--- src/sv/assert_macros.svh ---
// Assertion macros used by the sweep-and-prune top level.
// Each macro expects a clock named clk and an active-low reset named arst_n in scope.
`ifndef ASSERT_MACROS_SVH
`define ASSERT_MACROS_SVH

// The consequent must hold in the same cycle as the antecedent.
`define ASSERT_SAME(lbl, ante, cons, msg) \
	lbl: assert property (@(posedge clk) disable iff (!arst_n) (ante) |-> (cons)) \
		else $error(msg);

// The consequent must hold in the cycle after the antecedent.
`define ASSERT_NEXT(lbl, ante, cons, msg) \
	lbl: assert property (@(posedge clk) disable iff (!arst_n) (ante) |=> (cons)) \
		else $error(msg);

`endif

--- src/sv/sppf_pkg.sv ---
// Package for the sweep-and-prune pair finder: defaults, codes, states, cell controls.
// No dependencies.
package sppf_pkg;

	localparam int MaxBoxesDef  = 1024;
	localparam int CoordWidthDef = 16;
	localparam int IdW          = 10;
	localparam int InLeftW      = 16;
	localparam int InWidthW     = 8;

	// Request opcodes.
	localparam logic OP_LOAD  = 1'b0;
	localparam logic OP_FETCH = 1'b1;

	typedef enum logic [1:0] {
		ST_IDLE,
		ST_REFRESH,
		ST_SEARCH
	} state_t;

	// Commands broadcast to every cell of the chain.
	typedef struct packed {
		logic ins;        // insert the new box into the sorted row
		logic refresh;    // copy the sorted row into both sweep views
		logic adv_outer;  // move the outer view by one and rebuild the inner view
		logic adv_inner;  // move the inner view by one
	} cell_ctl_t;

endpackage

--- src/sv/sppf_cell.sv ---
// One cell of the pair finder chain: a sorted-row slot plus outer and inner sweep views.
// Depends on sppf_pkg.
module sppf_cell
	import sppf_pkg::*;
#(
	parameter int K     = 0,
	parameter int N     = MaxBoxesDef,
	parameter int CW    = CoordWidthDef,
	parameter int CNT_W = $clog2(N + 1),
	parameter int BW    = 2 * CW + 1 + IdW
) (
	input  logic             clk,
	input  cell_ctl_t        ctl,
	input  logic [CNT_W-1:0] eff_count,
	input  logic [BW-1:0]    new_box,
	input  logic             gt_prev,
	output logic             gt,
	input  logic [BW-1:0]    st_prev,
	input  logic [BW-1:0]    st_next,
	input  logic [BW-1:0]    ov_next,
	input  logic [BW-1:0]    ov_next2,
	input  logic [BW-1:0]    iv_next,
	output logic [BW-1:0]    st,
	output logic [BW-1:0]    ov,
	output logic [BW-1:0]    iv
);

	logic [BW-1:0] st_q, ov_q, iv_q;
	logic          occ;

	// A slot is greater than the new box when it is empty or its left is larger.
	assign occ = CNT_W'(K) < eff_count;
	assign gt  = !occ || (st_q[CW-1:0] > new_box[CW-1:0]);

	// Payload only; occupancy comes from the box count, so no reset is needed.
	always_ff @(posedge clk) begin
		if (ctl.ins && gt) begin
			st_q <= gt_prev ? st_prev : new_box;
		end
		if (ctl.refresh) begin
			ov_q <= st_q;
			iv_q <= st_next;
		end else if (ctl.adv_outer) begin
			ov_q <= ov_next;
			iv_q <= ov_next2;
		end else if (ctl.adv_inner) begin
			iv_q <= iv_next;
		end
	end

	assign st = st_q;
	assign ov = ov_q;
	assign iv = iv_q;

endmodule

--- config.mk ---
export PLATFORM = sky130hd
export DESIGN_NAME = sppf_cell
export DESIGN_NICKNAME = d
export VERILOG_FILES = /design/src/sv/assert_macros.svh /design/src/sv/sppf_pkg.sv /design/src/sv/sppf_cell.sv
export SDC_FILE = /design/constraint.sdc
export NUM_CORES = 1
export LEC_CHECK = 0
export BUFFER_PORTS_ARGS = -buffer_cell sky130_fd_sc_hd__buf_2
export CORE_AREA = 2 2 157 159
export DETAILED_ROUTE_END_ITERATION = 8
export DIE_AREA = 0 0 159 161
export PLACE_DENSITY = 0.53
export SETUP_SLACK_MARGIN = 0.02
export SYNTH_ARGS = -nofsm -noshare
export SYNTH_HDL_FRONTEND = slang
export SYNTH_SLANG_ARGS = --single-unit
--- constraint.sdc ---
create_clock -name clk -period 6.69 [get_ports clk]
set_input_delay 0.3345 -clock clk [delete_from_list [all_inputs] [get_ports clk]]
set_output_delay 0.3345 -clock clk [all_outputs]
set_load 0.01 [all_outputs]
==> metrics.txt <==
share of cell area taken by muxes after synthesis=19.8%; post-synth cell types=28; switching share of power=25.1%; Hold-fix buffers, CTS=0; Worst-Margin Slew=1110 ps; layout overhead on the synthesized area=47.0%; number of hold violations in the final report=0; part of the power in the clock network=40.2%; maximum VDD drop=150 uV; Worst Setup Slack post-DPL=3580 ps; Post-Route Skew=16.0 ps; clock latency at the later pin of the worst-skew pair=410 ps; vias in the first global route=5,101; area of the mapped netlist=0.00621 mm2; count of final setup violators=0; number of warnings printed during yosys synthesis=0; vias per cell=4.23; post-route fraction of the period consumed by the critical path=45.8%; setup fix buffers added after clock tree synthesis=0; Post-Synthesis Cells=453; fraction of the mapped netlist area in compound gates=6.14%; number of flops mapped to enable cells by yosys=129; synthesized area per cell=13.7 um2; global routing usage summed across all routing layers=15.4%; largest family of logic cells by synthesized area=multiplexers; Storage cell area=0.00387 mm2; nature of the critical path endpoint=flop; boundary pin count=405; Layout fillers=2,425; post-route worst setup slack=3630 ps; top cell type by total area after synthesis=edfxtp_1; run status=finished, final reports clean; Wirelength per Cell=17.1 um; maximum fanout along the worst path=32; register share of total power=44.3%; post-synthesis simple-gate area fraction=5.42%; initial cell density of the core=25.9%; area of the core region=0.0240 mm2; vertical extent of the die=161 um; register clock-pin slew on the reported worst setup and hold paths=60 ps; HP Class=input port to flop; FFs w/ async S/R, synth=0%; Worst EP required=6740 ps; x dimension of the die=159 um; final slew viol count=0; sequential fraction of the synthesis area=62.3%; Synth Area in Adders=3.22%; internal power=1.70 mW; setup repair after global routing missed its margin=no; Resize count post-CTS=0; grt ovf=0; leakage component of the power=4.22 nW; cell with the largest stage delay on the worst path=a311oi_4; peak per-stage delay on the critical path=710 ps; total clock sinks=129; total negative setup slack=0 ps; number of iterations in the first detailed-routing pass=4; synthesized-area fraction occupied by xor and xnor cells=0%; Fmax=327 MHz; Clock H-tree levels=4; maximum number of pins on one net before global-route repair=74; TritonCTS Buffers=17; number of antenna violations at the first check in global routing=2; area of combinational cells with multiple inputs=0.00216 mm2; sequence of cells on the critical path=ha_1 > nand4_1 > nor4_2 > o21ai_1 > a311oi_4 > buf_4; first-pass GRT wire length=29.7 mm; CP arrival=3110 ps; last weighted congestion value of the routability-driven placer=0.763; post-route antenna net violation count=0; summed area of non-filler cells in the final layout=0.00914 mm2; area share of the leading cell type in the synthesized netlist=62.3%; row cnt=57; TritonCTS clock tree=yes; Synth top cells by count=edfxtp_1, mux2_2, nand2_1; routed vias=5,036; Comb pwr share=15.5%; remaining routing DRC violations=0; buffers from clock root to sink, at most=2; floorplan die area=0.0256 mm2; crit path kind=flop to flop; hold slack=203 ps; DP HPWL=15.8 mm; net load switching power=568 uW; flip-flop and latch count after synthesis=129; Max-Slew Margin vs Limit=26.1%; most instantiated flip-flop cell in the synthesis netlist=edfxtp_1; total nets after synthesis=744; share of final-layout standard cells stronger than drive strength 1=59.5%; Placement Cell Area=0.00857 mm2; top cells by area, synth=edfxtp_1, mux2_2, mux2i_1; cell at the root of the clock tree=clkbuf_16; most repeated cell in the gate-level netlist after synthesis=edfxtp_1; number of I/O port buffers=404; drt initial violations=199; Routed WL=20.3 mm; number of violations of the max-capacitance limit=0; final worst path period need=3060 ps; power per cell area=248 mW/mm2; NumNets Final=1,145; power after layout=2.26 mW; crit start category=flop
## metal layers
metal	track usage, %	up-vias	wire length (um)
met1	17.4	2291	8030
met5	0	-	23
met3	6.19	15	1800
li1	-	2490	-
met4	3.97	4	223
met2	27.1	236	10200
## final cells by class
cell class | count | share of cell area, %
clock buffer | 18 | 4.70
sequential | 129 | 42.4
clock inverter | 13 | 1.52
tap | 324 | 4.44
inverter | 19 | 0.781
antenna | 1 | 0.0274
timing repair buffer | 408 | 22.5
multi-input combinational | 279 | 23.7
## power by group through the flow
stage / Combinational (mW) / Clock, mW / Sequential (mW)
finish: 0.351 / 0.910 / 1.00
global route: 0.387 / 0.974 / 1.01
detailed placement: 0.357 / 0 / 1.02
CTS: 0.358 / 0.935 / 1.00
global placement: 0.357 / 0 / 1.02
floorplan: 0.125 / 0 / 1.06
## cells in the final DEF, fill, tap and decap left out
cell / netlist / layout
diode_2: 0 / 1
a2111oi_1: 1 / 1
mux2_2: 71 / 71
buf_2: 15 / 403
a31oi_1: 1 / 1
buf_4: 1 / 5
inv_1: 19 / 19
clkbuf_1: 10 / 1
nor2_1: 2 / 2
o21ai_0: 60 / 60
nand4_1: 1 / 1
bufinv_16: 0 / 2
and3_1: 1 / 1
clkinv_4: 0 / 3
inv_6: 0 / 2
edfxtp_1: 129 / 129
nand2b_1: 1 / 1
a311oi_4: 0 / 1
a21oi_1: 6 / 6
a22oi_1: 1 / 1
nor4_2: 1 / 1
clkbuf_16: 0 / 17
mux2i_1: 43 / 43
or2_2: 1 / 1
o21ai_1: 1 / 1
nor4b_2: 1 / 1
nand4_2: 1 / 1
nor4_1: 2 / 2
ha_1: 16 / 16
clkinvlp_4: 0 / 2
nand2_1: 64 / 64
clkinv_2: 0 / 4
a21o_1: 1 / 1
nor3_1: 1 / 1
or3_2: 0 / 1
## worst max-delay path: cells and delay by family (launching register included)
kind,cells,cell delay [ps]
fa+ha+maj,1,350
flops,1,420
simple gates,2,500
buf+inv,1,520
compound gates,2,890
## sequential cells by signal, indices dropped and copies added, names as in the netlist
register	cells
ov	43
iv	43
st	43
## metrics by stage
| step | utilization, % | std cells |
|---|---|---|
| after floorplan | - | 453 |
| after global placement | 35.7 | 1159 |
| after detailed placement | 35.7 | 1159 |
| after CTS | 38.1 | 1190 |
| final | 38.1 | 1191 |
| after global routing | 38.1 | 1190 |
## final timing paths
kind	slack [ps]	cells after the start	startpoint	to
setup reg to reg	3630	6	st[11]	st[29]
hold reg to reg	570	1	st[32]	ov[32]
setup / recovery	3630	6	st[11]	st[29]
hold / removal	200	3	st_next[22]	iv[22]
## cell families after synthesis
logic type,Yosys count
DFF,129
muxes,114
and+or+nand+nor,77
AOI/OAI and AO/OA,72
buffers and inverters,45
adders and majority gates,16
Power figures use the tool's default switching activity.
